## src/sv/slcfr_pkg.sv

```systemverilog
// ----------------------------------------------------------------------------
// slcfr_pkg
// Types and constants shared by the frame receiver modules.
// ----------------------------------------------------------------------------
`default_nettype none

package slcfr_pkg;

  localparam int PAYLOAD_DEPTH = 32;
  localparam int ADDR_W = (PAYLOAD_DEPTH > 1) ? $clog2(PAYLOAD_DEPTH) : 1;
  localparam int IDX_W = 6;
  localparam int CNT_W = 7;
  localparam int OUT_DATA_W = 24;

  localparam logic [7:0] SYNC_FIRST  = 8'hED;
  localparam logic [7:0] SYNC_SECOND = 8'h8C;
  localparam logic [7:0] END_MARK    = 8'h8D;
  localparam logic [7:0] BYTE_MASK   = 8'hFF;

  typedef enum logic [2:0] {
    FS_HUNT0 = 3'd0,
    FS_HUNT1 = 3'd1,
    FS_ADDR  = 3'd2,
    FS_LEN   = 3'd3,
    FS_DATA  = 3'd4,
    FS_SUM   = 3'd5,
    FS_END   = 3'd6
  } frame_state_t;

  typedef enum logic [1:0] {
    EM_IDLE,
    EM_READ,
    EM_SHOW
  } emit_state_t;

  typedef struct packed {
    logic              en;
    logic [ADDR_W-1:0] addr;
    logic [7:0]        data;
  } store_wr_t;

  typedef struct packed {
    logic busy;
    logic q_full;
  } emit_status_t;

endpackage

`default_nettype wire

```

## src/sv/slcfr_front.sv

```systemverilog
// ----------------------------------------------------------------------------
// slcfr_front
// Byte parser: sync hunt, header, payload capture, checksum and end check.
// ----------------------------------------------------------------------------
`default_nettype none

module slcfr_front (
  input  wire logic                        clk,
  input  wire logic                        rst_n,
  input  wire logic                        in_tvalid,
  output logic                             in_tready,
  input  wire logic [7:0]                  in_tdata,
  input  wire logic                        cfg_wr_en,
  input  wire logic [7:0]                  cfg_wr_data,
  input  wire slcfr_pkg::emit_status_t     emit_status,
  output slcfr_pkg::store_wr_t             store_wr,
  output logic                             cmd_push,
  output logic [slcfr_pkg::CNT_W-1:0]      cmd_count
);
  import slcfr_pkg::*;

  frame_state_t     state_r, state_nxt;
  logic [7:0]       dev_addr_r;
  logic [7:0]       frame_addr_r, frame_addr_nxt;
  logic [7:0]       sum_r, sum_nxt;
  logic [CNT_W-1:0] remain_r, remain_nxt;
  logic [CNT_W-1:0] stored_r, stored_nxt;
  logic             take;
  logic [7:0]       b;
  logic [7:0]       sum_add;

  assign b       = in_tdata & BYTE_MASK;
  assign sum_add = sum_r + b;

  // The payload store is shared with the drain side, so payload bytes wait
  // while an earlier frame is still queued or being sent.
  always_comb begin
    in_tready = 1'b1;
    if (state_r == FS_DATA && emit_status.busy) begin
      in_tready = 1'b0;
    end
    if (state_r == FS_END && emit_status.q_full) begin
      in_tready = 1'b0;
    end
  end

  assign take = in_tvalid && in_tready;

  always_comb begin
    state_nxt      = state_r;
    frame_addr_nxt = frame_addr_r;
    sum_nxt        = sum_r;
    remain_nxt     = remain_r;
    stored_nxt     = stored_r;
    store_wr.en    = 1'b0;
    store_wr.addr  = stored_r[ADDR_W-1:0];
    store_wr.data  = b;
    cmd_push       = 1'b0;
    cmd_count      = stored_r;
    if (take) begin
      case (state_r)
        FS_HUNT0: begin
          if (b == SYNC_FIRST) begin
            state_nxt  = FS_HUNT1;
            stored_nxt = '0;
          end
        end
        FS_HUNT1: begin
          state_nxt = (b == SYNC_SECOND) ? FS_ADDR : FS_HUNT0;
        end
        FS_ADDR: begin
          frame_addr_nxt = b;
          sum_nxt        = b;
          state_nxt      = FS_LEN;
        end
        FS_LEN: begin
          if (b == 8'd0 || {1'b0, b} > 9'(PAYLOAD_DEPTH)) begin
            state_nxt = FS_HUNT0;
          end else begin
            sum_nxt    = sum_add;
            remain_nxt = b[CNT_W-1:0];
            state_nxt  = FS_DATA;
          end
        end
        FS_DATA: begin
          if (stored_r < CNT_W'(PAYLOAD_DEPTH)) begin
            store_wr.en = 1'b1;
            stored_nxt  = stored_r + 1'b1;
          end
          sum_nxt    = sum_add;
          remain_nxt = remain_r - 1'b1;
          if (remain_nxt == '0) begin
            state_nxt = FS_SUM;
          end
        end
        FS_SUM: begin
          sum_nxt   = sum_add;
          state_nxt = (sum_add == 8'd0) ? FS_END : FS_HUNT0;
        end
        FS_END: begin
          if (b == END_MARK && frame_addr_r == dev_addr_r) begin
            cmd_push = 1'b1;
          end
          state_nxt = FS_HUNT0;
        end
        default: begin
          state_nxt = FS_HUNT0;
        end
      endcase
    end
  end

  always_ff @(posedge clk) begin
    if (!rst_n) begin
      state_r      <= FS_HUNT0;
      dev_addr_r   <= '0;
      frame_addr_r <= '0;
      sum_r        <= '0;
      remain_r     <= '0;
      stored_r     <= '0;
    end else begin
      state_r      <= state_nxt;
      frame_addr_r <= frame_addr_nxt;
      sum_r        <= sum_nxt;
      remain_r     <= remain_nxt;
      stored_r     <= stored_nxt;
      if (cfg_wr_en) begin
        dev_addr_r <= cfg_wr_data;
      end
    end
  end

endmodule

`default_nettype wire

```

## src/sv/slcfr_cmdq.sv

```systemverilog
// ----------------------------------------------------------------------------
// slcfr_cmdq
// One-entry queue of accepted-frame commands between parser and drain.
// ----------------------------------------------------------------------------
`default_nettype none

module slcfr_cmdq (
  input  wire logic                        clk,
  input  wire logic                        rst_n,
  input  wire logic                        push,
  input  wire logic [slcfr_pkg::CNT_W-1:0] push_count,
  input  wire logic                        pop,
  output logic                             q_valid,
  output logic [slcfr_pkg::CNT_W-1:0]      q_count
);
  import slcfr_pkg::*;

  logic             valid_r;
  logic [CNT_W-1:0] count_r;

  assign q_valid = valid_r;
  assign q_count = count_r;

  always_ff @(posedge clk) begin
    if (!rst_n) begin
      valid_r <= 1'b0;
    end else if (push) begin
      valid_r <= 1'b1;
    end else if (pop) begin
      valid_r <= 1'b0;
    end
  end

  always_ff @(posedge clk) begin
    if (push) begin
      count_r <= push_count;
    end
  end

endmodule

`default_nettype wire

```

## src/sv/slcfr_back.sv

```systemverilog
// ----------------------------------------------------------------------------
// slcfr_back
// Payload store and drain: sends a stored payload as a run of result transfers.
// ----------------------------------------------------------------------------
`default_nettype none

module slcfr_back (
  input  wire logic                             clk,
  input  wire logic                             rst_n,
  input  wire slcfr_pkg::store_wr_t             store_wr,
  input  wire logic                             q_valid,
  input  wire logic [slcfr_pkg::CNT_W-1:0]      q_count,
  output logic                                  q_pop,
  output logic                                  active,
  output logic                                  out_tvalid,
  input  wire logic                             out_tready,
  output logic [slcfr_pkg::OUT_DATA_W-1:0]      out_tdata,
  output logic                                  out_tlast
);
  import slcfr_pkg::*;

  logic [7:0]       mem [PAYLOAD_DEPTH];
  logic [7:0]       rd_data_r;
  emit_state_t      state_r, state_nxt;
  logic [IDX_W-1:0] idx_r, idx_nxt;
  logic [CNT_W-1:0] count_r;
  logic             is_last;
  logic             rd_en;

  always_ff @(posedge clk) begin
    if (store_wr.en) begin
      mem[store_wr.addr] <= store_wr.data;
    end
    if (rd_en) begin
      rd_data_r <= mem[idx_r[ADDR_W-1:0]];
    end
  end

  assign is_last = (CNT_W'(idx_r) + 1'b1) == count_r;
  assign active  = (state_r != EM_IDLE);

  always_comb begin
    state_nxt  = state_r;
    idx_nxt    = idx_r;
    q_pop      = 1'b0;
    rd_en      = 1'b0;
    out_tvalid = 1'b0;
    case (state_r)
      EM_IDLE: begin
        if (q_valid) begin
          q_pop     = 1'b1;
          idx_nxt   = '0;
          state_nxt = EM_READ;
        end
      end
      EM_READ: begin
        rd_en     = 1'b1;
        state_nxt = EM_SHOW;
      end
      EM_SHOW: begin
        out_tvalid = 1'b1;
        if (out_tready) begin
          if (is_last) begin
            state_nxt = EM_IDLE;
          end else begin
            idx_nxt   = idx_r + 1'b1;
            state_nxt = EM_READ;
          end
        end
      end
      default: begin
        state_nxt = EM_IDLE;
      end
    endcase
  end

  always_ff @(posedge clk) begin
    if (!rst_n) begin
      state_r <= EM_IDLE;
    end else begin
      state_r <= state_nxt;
    end
  end

  always_ff @(posedge clk) begin
    idx_r <= idx_nxt;
    if (q_pop) begin
      count_r <= q_count;
    end
  end

  assign out_tdata = {3'b000, count_r, idx_r, rd_data_r};
  assign out_tlast = is_last;

endmodule

`default_nettype wire

```

## src/sv/sync_len_checksum_frame_receiver.sv

```systemverilog
// ----------------------------------------------------------------------------
// sync_len_checksum_frame_receiver
// Serial frame receiver with sync bytes, length, sum checksum and end mark.
// ----------------------------------------------------------------------------
// Usage: received bytes enter on the in_ stream, one byte per transfer. The
// parser hunts for the sync pair 0xED 0x8C, takes an address and a length
// (1 to PAYLOAD_DEPTH), stores the payload, checks that the byte sum of
// address, length, payload and checksum is zero, then requires the end byte
// 0x8D and an address equal to the value last written on the cfg_ port.
// A good frame is sent on the out_ stream as one transfer per payload byte,
// with out_tlast on the final one. Bad frames produce nothing.
// Throughput: the parser takes one byte per cycle while in_tready is high.
// The end byte queues a command; the drain pops it and shows each result from
// a registered read of the payload store, reading the next only once the
// current result is taken. While a finished frame is queued or draining, the
// parser keeps hunting and reading headers, but holds in_tready low on payload
// bytes, as the store has one copy, and on the end byte while a command waits.
// Reset (rst_n low, synchronous) returns the parser to hunting, empties the
// command queue, stops the drain and clears the device address to zero.
// If the receiver stalls, the current result holds on out_tdata.
// ----------------------------------------------------------------------------
`default_nettype none

module sync_len_checksum_frame_receiver (
  input  wire logic                               clk,
  input  wire logic                               rst_n,
  // in_tdata: [7:0] rx_byte
  input  wire logic                               in_tvalid,
  output logic                                    in_tready,
  input  wire logic [7:0]                         in_tdata,
  // out_tdata: [7:0] payload_byte, [13:8] byte_index, [20:14] payload_length,
  // [23:21] zero
  output logic                                    out_tvalid,
  input  wire logic                               out_tready,
  output logic [slcfr_pkg::OUT_DATA_W-1:0]        out_tdata,
  output logic                                    out_tlast,
  // Device address register.
  input  wire logic                               cfg_wr_en,
  input  wire logic [7:0]                         cfg_wr_data
);
  import slcfr_pkg::*;

  store_wr_t        store_wr;
  emit_status_t     emit_status;
  logic             cmd_push;
  logic [CNT_W-1:0] cmd_count;
  logic             q_valid;
  logic [CNT_W-1:0] q_count;
  logic             q_pop;
  logic             back_active;

  // The parser sees the drain as busy while a command waits or a run is going.
  assign emit_status.busy   = q_valid || back_active;
  assign emit_status.q_full = q_valid;

  slcfr_front u_front (
    .clk         (clk),
    .rst_n       (rst_n),
    .in_tvalid   (in_tvalid),
    .in_tready   (in_tready),
    .in_tdata    (in_tdata),
    .cfg_wr_en   (cfg_wr_en),
    .cfg_wr_data (cfg_wr_data),
    .emit_status (emit_status),
    .store_wr    (store_wr),
    .cmd_push    (cmd_push),
    .cmd_count   (cmd_count)
  );

  slcfr_cmdq u_cmdq (
    .clk        (clk),
    .rst_n      (rst_n),
    .push       (cmd_push),
    .push_count (cmd_count),
    .pop        (q_pop),
    .q_valid    (q_valid),
    .q_count    (q_count)
  );

  slcfr_back u_back (
    .clk        (clk),
    .rst_n      (rst_n),
    .store_wr   (store_wr),
    .q_valid    (q_valid),
    .q_count    (q_count),
    .q_pop      (q_pop),
    .active     (back_active),
    .out_tvalid (out_tvalid),
    .out_tready (out_tready),
    .out_tdata  (out_tdata),
    .out_tlast  (out_tlast)
  );

endmodule

`default_nettype wire

```

## config.mk

```make
export PLATFORM = sky130hd
export DESIGN_NAME = sync_len_checksum_frame_receiver
export DESIGN_NICKNAME = d
export VERILOG_FILES = /design/src/sv/slcfr_pkg.sv /design/src/sv/slcfr_front.sv /design/src/sv/slcfr_cmdq.sv /design/src/sv/slcfr_back.sv /design/src/sv/sync_len_checksum_frame_receiver.sv
export SDC_FILE = /design/constraint.sdc
export NUM_CORES = 1
export LEC_CHECK = 0
export BUFFER_PORTS_ARGS = -buffer_cell sky130_fd_sc_hd__clkbuf_2
export CAP_MARGIN = 20
export CORE_MARGIN = 1.5
export CORE_UTILIZATION = 30
export DETAILED_ROUTE_END_ITERATION = 10
export PLACE_DENSITY_LB_ADDON = 0.1
export SLEW_MARGIN = 20
export SYNTH_ARGS = -nofsm -noshare
export SYNTH_HDL_FRONTEND = slang
export SYNTH_SLANG_ARGS = --single-unit
```

## constraint.sdc

```tcl
create_clock -name clk -period 2.87 [get_ports clk]
set_input_delay 0.1435 -clock clk [delete_from_list [all_inputs] [get_ports clk]]
set_output_delay 0.1435 -clock clk [all_outputs]
set_load 0.01 [all_outputs]
```

==> flow_metrics.env, run 1 <==
export IMPL_synth_yosys_warnings=0
export IMPL_via_count=7561
export IMPL_route_final_wire_length_um=35500
export IMPL_grt_start_max_net_pins=45
export IMPL_report_final_setup_viol=0
export IMPL_root_buffer="clkbuf_16"
export IMPL_grtUsageTotal_pct=15.2
export IMPL_fin_cells=1525
export IMPL_initialDrtViolationCount=555
export IMPL_die_width_um=216
export IMPL_asyncSetResetFlopFracSynth_pct=0
export IMPL_synth_cells=783
export IMPL_synth_edf_count=284
export IMPL_slew_limit_headroom_pct=41.4
export IMPL_grt_first_pass_wirelength_um=52300
export IMPL_mostFrequentLayoutCell="edfxtp_1"
export IMPL_critPathKind="register to output pin"
export IMPL_power_ir_vdd_worst_mv=0.339
export IMPL_antenna_found_initial=1
export IMPL_final_min_clock_period_ns=2.65
export IMPL_design_final_nets=942
export IMPL_yosysTopAreaCellShare_pct=62.7
export IMPL_power_static_leakage_nw=5.31
export IMPL_grt_setup_unrepaired="false"
export IMPL_drv_cap=0
export IMPL_path_max_fanout=14
export IMPL_finalHoldViolations=0
export IMPL_std_cell_rows=77
export IMPL_design_die_area_um2=46600
export IMPL_p_clk_share_pct=46.6
export IMPL_layout_cells_sized_above_1_pct=27.5
export IMPL_insertedDiodeCount=0
export IMPL_maxClockFrequency_mhz=378
export IMPL_clk_latency_ns=0.52
export IMPL_cts_inserted_buffers=37
export IMPL_final_max_slew_viol_count=0
export IMPL_synth_largest_area_cell="edfxtp_1"
export IMPL_gp_congestion=0.784
export IMPL_yosys_top_cells_area="edfxtp_1 (63%), mux4_2 (12%), dfxtp_1 (6.5%)"
export IMPL_fin_worst_skew_ns=0.0177
export IMPL_design_core_area_um2=44400
export IMPL_syn_avg_cell_area_um2=17.4
export IMPL_worst_ep_arrival_time_ns=2.50
export IMPL_yosys_cell_types_count=62
export IMPL_starting_density_pct=30.6
export IMPL_net_switching_power_mw=2.02
export IMPL_cts_sink_count=328
export IMPL_mappedNetlistArea_um2=13600
export IMPL_antenna_left=0
export IMPL_ffs_latches_synth=328
export IMPL_die_y_um=216
export IMPL_final_core_utilization_pct=36.5
export IMPL_crit_path_end_kind="output pin"
export IMPL_p_total_mw=10.1
export IMPL_drt_pre_antenna_iters=5
export IMPL_tightestPinTransition_ns=0.875
export IMPL_cts_max_level=2
export IMPL_cts_path_max_buffers=3
export IMPL_worst_r2r_setup_slack_ns=0.25
export IMPL_gr_total_overflow=0
export IMPL_timing_setup_tns_ns=0
export IMPL_final_cell_area_um2=16200
export IMPL_swShare_pct=20.0
export IMPL_hpwl_dp_um=22900
export IMPL_power_density_nw_per_um2=622
export IMPL_cp_start_kind="register"
export IMPL_drc=0
export IMPL_crit_required_ns=2.73
export IMPL_finalCritPeriodShare_pct=92.2
export IMPL_sequential_cell_area_um2=9410
export IMPL_status="complete, no violations"
export IMPL_vias_per_cell=4.96
export IMPL_intPower_mw=8.06
export IMPL_multi_input_comb_area_um2=3930
export IMPL_dpl_cell_count=1447
export IMPL_mostFrequentLayoutCells="edfxtp_1 (284), nor2_1 (81), mux4_2 (73)"
export IMPL_layout_area_overhead_vs_synth_pct=19.2
export IMPL_worst_setup_hold_path_clk_slew_ns=0.06
export IMPL_yosysSeqAreaShare_pct=69.2
export IMPL_num_io_pins=48
export IMPL_p_comb_share_pct=2.0
export IMPL_synth_main_ff_cell="edfxtp_1"
export IMPL_power_sequential_fraction_pct=51.4
export IMPL_fillCellCount=4129
export IMPL_hp_class="input port to register"
export IMPL_wire_per_inst_um=23.3
export IMPL_dpl_cell_area_um2=14900
export IMPL_tritoncts="done"
export IMPL_portBuffers=44
export IMPL_first_global_vias=7892
-- sequential cells by signal (all words and copies together), names as in the netlist --
signal,cells
u_back.count_r,7
u_back.mem,256
u_front.dev_addr_r,8
u_cmdq.q_count,7
u_back.idx_r,6
u_front.remain_r,7
u_front.cmd_count,7
u_back.rd_data_r,8
u_front.state_r,3
u_front.sum_r,8
u_back.state_r,2
u_front.frame_addr_r,8
u_cmdq.q_valid,1
-- synthesized netlist by cell type (all sizes together) (13+ instances only) --
cell type,instances
a21oi,19
nand2,28
nor2,82
nand3,13
dfxtp,44
mux4,80
ha,14
edfxtp,284
clkbuf,21
xnor2,20
mux2i,20
buf,19
-- path summary, 6_finish.rpt --
path                 startpoint                 end  cells after the start
max             u_back.idx_r[1]           out_tlast                      8
min                       rst_n  u_front.state_r[0]                      2
max reg2reg  u_front.state_r[1]    u_back.mem[1][0]                      7
min reg2reg   u_cmdq.q_count[2]   u_back.count_r[2]                      0
-- stage by stage --
step | hold slack, ns | setup WS [ns]
6_report | 0.0541 | 0.223
5_1_grt | 0.0466 | 0.00387
4_1_cts | 0.0176 | 0.125
3_5_place_dp | 0.388 | 0.269
3_3_place_gp | 0.379 | 0.275
2_1_floorplan | 0.242 | 0.448
-- cell type report --
type	instances	share of cell area, %
repair buffers	122	5.41
clock inverters	22	1.30
well taps	592	4.57
inverters	12	0.278
clock buffers	44	6.14
flip-flops and latches	328	58.1
multi-input cells	405	24.2
-- power groups by stage --
stage / Clock, mW / Combinational (mW) / Sequential (mW)
global placement: 0 / 0.189 / 5.28
global route: 5.02 / 0.218 / 5.17
detailed placement: 0 / 0.195 / 5.28
CTS: 4.85 / 0.205 / 5.18
floorplan: 0 / 0.0583 / 5.28
finish: 4.70 / 0.199 / 5.18
-- cells by family after synthesis --
family | Yosys count | share of synthesized area, %
mux | 108 | 15.6
other cells | 1 | 0.0276
simple gates | 180 | 6.33
fa+ha+maj | 15 | 1.44
flops | 328 | 69.2
xor+xnor | 30 | 1.93
buf+inv | 52 | 1.99
compound gates | 69 | 3.47
-- routing by layer --
metal / vias to the layer above / wire length (um) / global-route usage (%)
met1: 3967 / 16400 / 21.2
met4: 0 / 869 / 4.36
met5: - / 0 / 0
met2: 184 / 16800 / 24.5
li1: 3348 / - / -
met3: 62 / 1480 / 2.44
-- what timing repair did --
action / CTS / global route
endpoints found under the hold margin: 11 / 0
endpoints found under the setup margin: 1 / 1
hold buffers: 10 / 0
pin swaps: 0 / 1
gates cloned: 0 / 1
resized for setup: 1 / 1
setup buffers: 0 / 1
-- critical path, stage by stage, from the launching register on --
cell and delay (ns):
edfxtp_1 0.39, buf_4 0.28, ha_1 0.26, nand3_1 0.10
xor2_1 0.29, xnor2_1 0.11, nor3_1 0.24, and2_1 0.18
clkbuf_2 0.14
(Power assumes the default switching activity.)
==> run 2, diff against run 1 <==
--- a/config.mk
+++ b/config.mk
@@ -5,11 +5,11 @@
 export SDC_FILE = /design/constraint.sdc
 export NUM_CORES = 1
 export LEC_CHECK = 0
-export BUFFER_PORTS_ARGS = -buffer_cell sky130_fd_sc_hd__clkbuf_2
 export CAP_MARGIN = 20
 export CORE_MARGIN = 1.5
 export CORE_UTILIZATION = 30
 export DETAILED_ROUTE_END_ITERATION = 10
+export DONT_BUFFER_PORTS = 1
 export PLACE_DENSITY_LB_ADDON = 0.1
 export SLEW_MARGIN = 20
 export SYNTH_ARGS = -nofsm -noshare
==> run 2 against run 1 <==
Net effect:
- non-clock buffer count fell by 30
- sequential cell count did not move
- register-to-register slack got worse by 0.02 ns
- sequential share of layout area fell by 0.24 points
- global-route usage rose by 0.48 points
- critical endpoint unchanged
- largest cell class unchanged
- die area did not move
- critical path depth fell by 2
- utilization rose by 0.15 points
- clock-buffer cell count rose by 5
- clock skew rose by 0.0024 ns
- maximum frequency fell by 1.7%
==> flow_metrics.env, run 2 (synthesized netlist as in run 1, its figures left out) <==
export IMPL_status="complete, no violations"
export IMPL_final_max_slew_viol_count=0
export IMPL_cts_path_max_buffers=3
export IMPL_layout_area_overhead_vs_synth_pct=19.7
export IMPL_fin_cells=1497
export IMPL_std_cell_rows=77
export IMPL_design_core_area_um2=44400
export IMPL_gp_congestion=0.803
export IMPL_worst_path_dominant_cell_family="simple AND/OR/NAND/NOR gates"
export IMPL_grt_setup_unrepaired="false"
export IMPL_critPathKind="register to output pin"
export IMPL_fillCellCount=4117
export IMPL_die_y_um=216
export IMPL_cpMostUsedCell="xnor2_1"
export IMPL_critical_path_max_stage_delay_ns=0.55
export IMPL_antenna_found_initial=2
export IMPL_clk_latency_ns=0.53
export IMPL_timing_setup_tns_ns=0
export IMPL_power_density_nw_per_um2=617
export IMPL_dpl_cell_count=1391
export IMPL_cpMaxStageDelayCell="nor4_1"
export IMPL_largest_reg_flops=256
export IMPL_cp_num_buf_inv=1
export IMPL_starting_density_pct=30.6
export IMPL_portBuffers=0
export IMPL_mostFrequentLayoutCells="edfxtp_1 (284), nor2_1 (81), mux4_2 (73)"
export IMPL_layout_cells_sized_above_1_pct=22.7
export IMPL_num_io_pins=48
export IMPL_drc=0
export IMPL_finalHoldViolations=0
export IMPL_grt_start_max_net_pins=37
export IMPL_drt_pre_antenna_iters=4
export IMPL_grt_first_pass_wirelength_um=53700
export IMPL_tightestPinTransition_ns=0.832
export IMPL_path_max_fanout=4
export IMPL_maxClockFrequency_mhz=371
export IMPL_post_cts_resized=0
export IMPL_cts_sink_count=328
export IMPL_via_count=7444
export IMPL_slew_limit_headroom_pct=44.5
export IMPL_fin_worst_skew_ns=0.0201
export IMPL_tritoncts="done"
export IMPL_crit_path_end_kind="output pin"
export IMPL_crit_required_ns=2.73
export IMPL_grtUsageTotal_pct=15.7
export IMPL_hp_class="input port to register"
export IMPL_hpwl_dp_um=22200
export IMPL_first_global_vias=7942
export IMPL_mostFrequentLayoutCell="edfxtp_1"
export IMPL_worst_setup_hold_path_clk_slew_ns=0.06
export IMPL_final_min_clock_period_ns=2.69
export IMPL_root_buffer="clkbuf_16"
export IMPL_top_register="u_back.mem"
export IMPL_cts_inserted_buffers=38
export IMPL_power_ir_vdd_worst_mv=0.356
export IMPL_wire_per_inst_um=24.1
export IMPL_final_core_utilization_pct=36.6
export IMPL_cts_max_level=2
export IMPL_finalCritPeriodShare_pct=93.9
export IMPL_design_die_area_um2=46600
export IMPL_vias_per_cell=4.97
export IMPL_cp_start_kind="register"
export IMPL_initialDrtViolationCount=463
export IMPL_worst_ep_arrival_time_ns=2.55
export IMPL_worstPathCellList="buf_4 > ha_1 > xnor2_1 > xnor2_1 > nor4_1 > and2_1"
export IMPL_gr_total_overflow=0
export IMPL_die_width_um=216
export IMPL_finalHoldWorstSlack_ns=0.0347
export IMPL_design_final_nets=913
export IMPL_report_final_setup_viol=0
export IMPL_power_static_leakage_nw=5.22
export IMPL_antenna_left=0
export IMPL_route_final_wire_length_um=36100
export IMPL_drv_cap=0
run 2: layout make-up:
cell class	instances	area [um2]	area share [%]
Inverter	12	45.0	0.277
Sequential cell	328	9410	57.8
Clock buffer	49	1020	6.29
Antenna cell	1	2.50	0.0154
Clock inverter	18	163	0.999
Tap cell	592	741	4.55
Multi-Input combinational cell	405	3920	24.1
Timing Repair Buffer	92	971	5.97
run 2: worst paths after layout:
check	startpoint	endpoint	slack, ns	cells after the start
worst min register to register	u_cmdq.q_count[6]	u_back.count_r[6]	0.42	0
worst max register to register	u_front.state_r[0]	u_back.mem[14][7]	0.23	7
worst min-delay path	in_tvalid	u_front.cmd_count[1]	0.03	4
worst max-delay path	u_back.idx_r[0]	out_tlast	0.18	6
run 2: per-stage QoR:
| stage | total power [mW] | setup slack, ns | area, um2 |
|---|---|---|---|
| floorplan | 5.34 | 0.448 | 13600 |
| global placement | 5.34 | 0.298 | 14600 |
| detailed placement | 5.34 | 0.244 | 14600 |
| CTS | 10.2 | 0.148 | 16200 |
| global route | 10.4 | 0.0119 | 16300 |
| finish | 10.0 | 0.176 | 16300 |
run 2: worst min-delay path, cell delays in order:
cell	delay [ns]
o211ai_1	0.11
buf_4	0.14
a21oi_1	0.06
nor2_1	0.07
run 2: what timing repair did:
item	in CTS	in global routing
endpoints found under the hold margin	297	5
buffers inserted	0	0
hold buffers	36	1
run 2: report_power, final:
part,leakage (nW),internal (mW),switching [mW]
combinational,1.73,0.0821,0.138
clock,0.580,2.78,1.86
sequential,2.91,5.17,0.00493
run 2: metal layers:
metal,vias to the layer above,share of wire (%),global-route usage [%]
met5,-,0,0
met4,0,2.9,5.69
met3,65,5.8,3.52
met2,220,45,24.2
met1,3873,46,21.7
li1,3286,-,-
==> run 3, diff against run 2 <==
--- a/config.mk
+++ b/config.mk
@@ -11,7 +11,9 @@
 export DETAILED_ROUTE_END_ITERATION = 10
 export DONT_BUFFER_PORTS = 1
 export PLACE_DENSITY_LB_ADDON = 0.1
-export SLEW_MARGIN = 20
+export RECOVER_POWER = 100
+export REMOVE_ABC_BUFFERS = 1
+export SLEW_MARGIN = 5
 export SYNTH_ARGS = -nofsm -noshare
 export SYNTH_HDL_FRONTEND = slang
 export SYNTH_SLANG_ARGS = --single-unit
==> run 3 against run 2 <==
Net effect:
- the run now ends with max-capacitance violations, max-slew violations left
- die area unchanged
- clock-buffer cell count increased by 3
- sequential power is essentially flat
- global-route usage decreased by 0.60 points
- sequential share of layout area increased by 0.73 points
- critical path depth is the same
- setup slack got worse by 0.030 ns
- clock skew increased by 0.0038 ns
==> flow_metrics.env, run 3 (synthesized netlist as in run 1, its figures left out) <==
export IMPL_hpwl_dp_um=20800
export IMPL_timing_setup_tns_ns=0
export IMPL_p_total_mw=10.0
export IMPL_hp_class="input port to register"
export IMPL_design_final_nets=915
export IMPL_mostFrequentLayoutCell="edfxtp_1"
export IMPL_rr_worst_depth=3
export IMPL_dr_max_layer_used="met4"
export IMPL_first_global_vias=7584
export IMPL_mostFrequentLayoutCells="edfxtp_1 (284), nor2_1 (81), mux4_2 (73)"
export IMPL_path_max_fanout=5
export IMPL_drt_pre_antenna_iters=5
export IMPL_worst_ep_arrival_time_ns=2.58
export IMPL_slew_limit_headroom_pct=-38.4
export IMPL_power_density_nw_per_um2=623
export IMPL_antenna_left=0
export IMPL_grt_first_pass_wirelength_um=51500
export IMPL_cts_setup_buffers=0
export IMPL_via_count=7295
export IMPL_critPathKind="register to output pin"
export IMPL_cts_sink_count=328
export IMPL_clk_latency_ns=0.55
export IMPL_cpMaxStageDelayCell="nor4_1"
export IMPL_worstHoldPathCells=5
export IMPL_layout_area_overhead_vs_synth_pct=18.2
export IMPL_report_final_setup_viol=0
export IMPL_starting_density_pct=30.6
export IMPL_cp_start_kind="register"
export IMPL_gr_total_overflow=0
export IMPL_crit_required_ns=2.73
export IMPL_finalHoldWorstSlack_ns=0.0142
export IMPL_finalCritPeriodShare_pct=94.9
export IMPL_tightestPinTransition_ns=2.08
export IMPL_cts_hold_repair_buffers=36
export IMPL_gp_congestion=0.750
export IMPL_root_buffer="clkbuf_16"
export IMPL_grt_start_max_net_pins=38
export IMPL_maxClockFrequency_mhz=367
export IMPL_drv_cap=6
export IMPL_worst_path_dominant_cell_family="simple AND/OR/NAND/NOR gates"
export IMPL_met3_wirelength_um=1590
export IMPL_critical_path_max_stage_delay_ns=0.51
export IMPL_route_final_wire_length_um=34700
export IMPL_fin_worst_skew_ns=0.0239
export IMPL_final_max_slew_viol_count=196
export IMPL_design_die_area_um2=46600
export IMPL_portBuffers=0
export IMPL_tritoncts="done"
export IMPL_final_core_utilization_pct=36.2
export IMPL_cts_path_max_buffers=3
export IMPL_wire_per_inst_um=23.2
export IMPL_initialDrtViolationCount=571
export IMPL_largest_reg_flops=256
export IMPL_cpMostUsedCell="xnor2_1"
export IMPL_top_register="u_back.mem"
export IMPL_status="finished with violations"
export IMPL_cts_max_level=2
export IMPL_layout_cells_sized_above_1_pct=21.7
export IMPL_num_io_pins=48
export IMPL_drc=0
export IMPL_vias_per_cell=4.87
export IMPL_cts_inserted_buffers=39
export IMPL_std_cell_rows=77
export IMPL_finalHoldViolations=0
export IMPL_die_width_um=216
export IMPL_design_core_area_um2=44400
export IMPL_power_static_leakage_nw=5.13
export IMPL_post_cts_resized=0
export IMPL_crit_path_end_kind="output pin"
export IMPL_cp_num_buf_inv=1
export IMPL_worst_setup_hold_path_clk_slew_ns=0.06
export IMPL_worstPathCellList="clkbuf_1 > ha_1 > xnor2_1 > xnor2_1 > nor4_1 > and2_1"
export IMPL_insertedDiodeCount=0
export IMPL_wirelength_met1_um=15700
export IMPL_die_y_um=216
export IMPL_failed_checks="max-capacitance violations, max-slew violations"
export IMPL_grt_setup_unrepaired="false"
export IMPL_sum_of_met2_wire_segment_lengths_after_detailed_routing_um=16600
export IMPL_grtUsageTotal_pct=15.1
export IMPL_worstSetupPathDepth=6
export IMPL_final_min_clock_period_ns=2.72
export IMPL_power_ir_vdd_worst_mv=0.345
export IMPL_antenna_found_initial=1
run 3: routing by layer:
metal / vias up / track usage, %
li1: 3288 / -
met1: 3806 / 20.6
met2: 157 / 24.4
met3: 44 / 3.06
met4: 0 / 4.41
met5: - / 0
run 3: cell type report:
class | instances | area (um2)
clock buffer | 52 | 1090
clock inverter | 17 | 119
fill | 4123 | 28300
inverter | 12 | 45.0
multi-input combinational | 405 | 3910
sequential | 328 | 9410
tap | 592 | 741
timing repair buffer | 93 | 757
run 3: path summary, 6_finish.rpt:
kind	from	to	slack, ns
worst min register to register	u_cmdq.q_count[2]	u_back.count_r[2]	0.42
worst min-delay path	in_tdata[7]	u_front.remain_r[0]	0.01
worst max register to register	u_back.idx_r[2]	u_back.rd_data_r[3]	0.18
worst max-delay path	u_back.idx_r[0]	out_tlast	0.15
run 3: where the power goes:
part	internal (mW)	switching, mW	leakage (nW)
Clock	2.75	1.89	0.596
Sequential	5.18	0.00528	2.91
Combinational	0.0640	0.132	1.63
Total	7.99	2.02	5.13
run 3: worst reg2reg max path, delay by kind of cell, from the launching register on:
family                 cells  cell delay, ns
DFF                        1            0.42
buffers and inverters      1            1.20
muxes                      2            0.83
run 3: per-stage QoR:
| step | instance area (um2) | std cells | setup slack, ns |
|---|---|---|---|
| after detailed placement | 14600 | 1394 | 0.289 |
| after global routing | 16100 | 1499 | 0.0240 |
| final | 16100 | 1499 | 0.145 |
| after CTS | 16300 | 1499 | 0.205 |
| after global placement | 14600 | 1394 | 0.296 |
| after floorplan | 13400 | 745 | -1.58 |
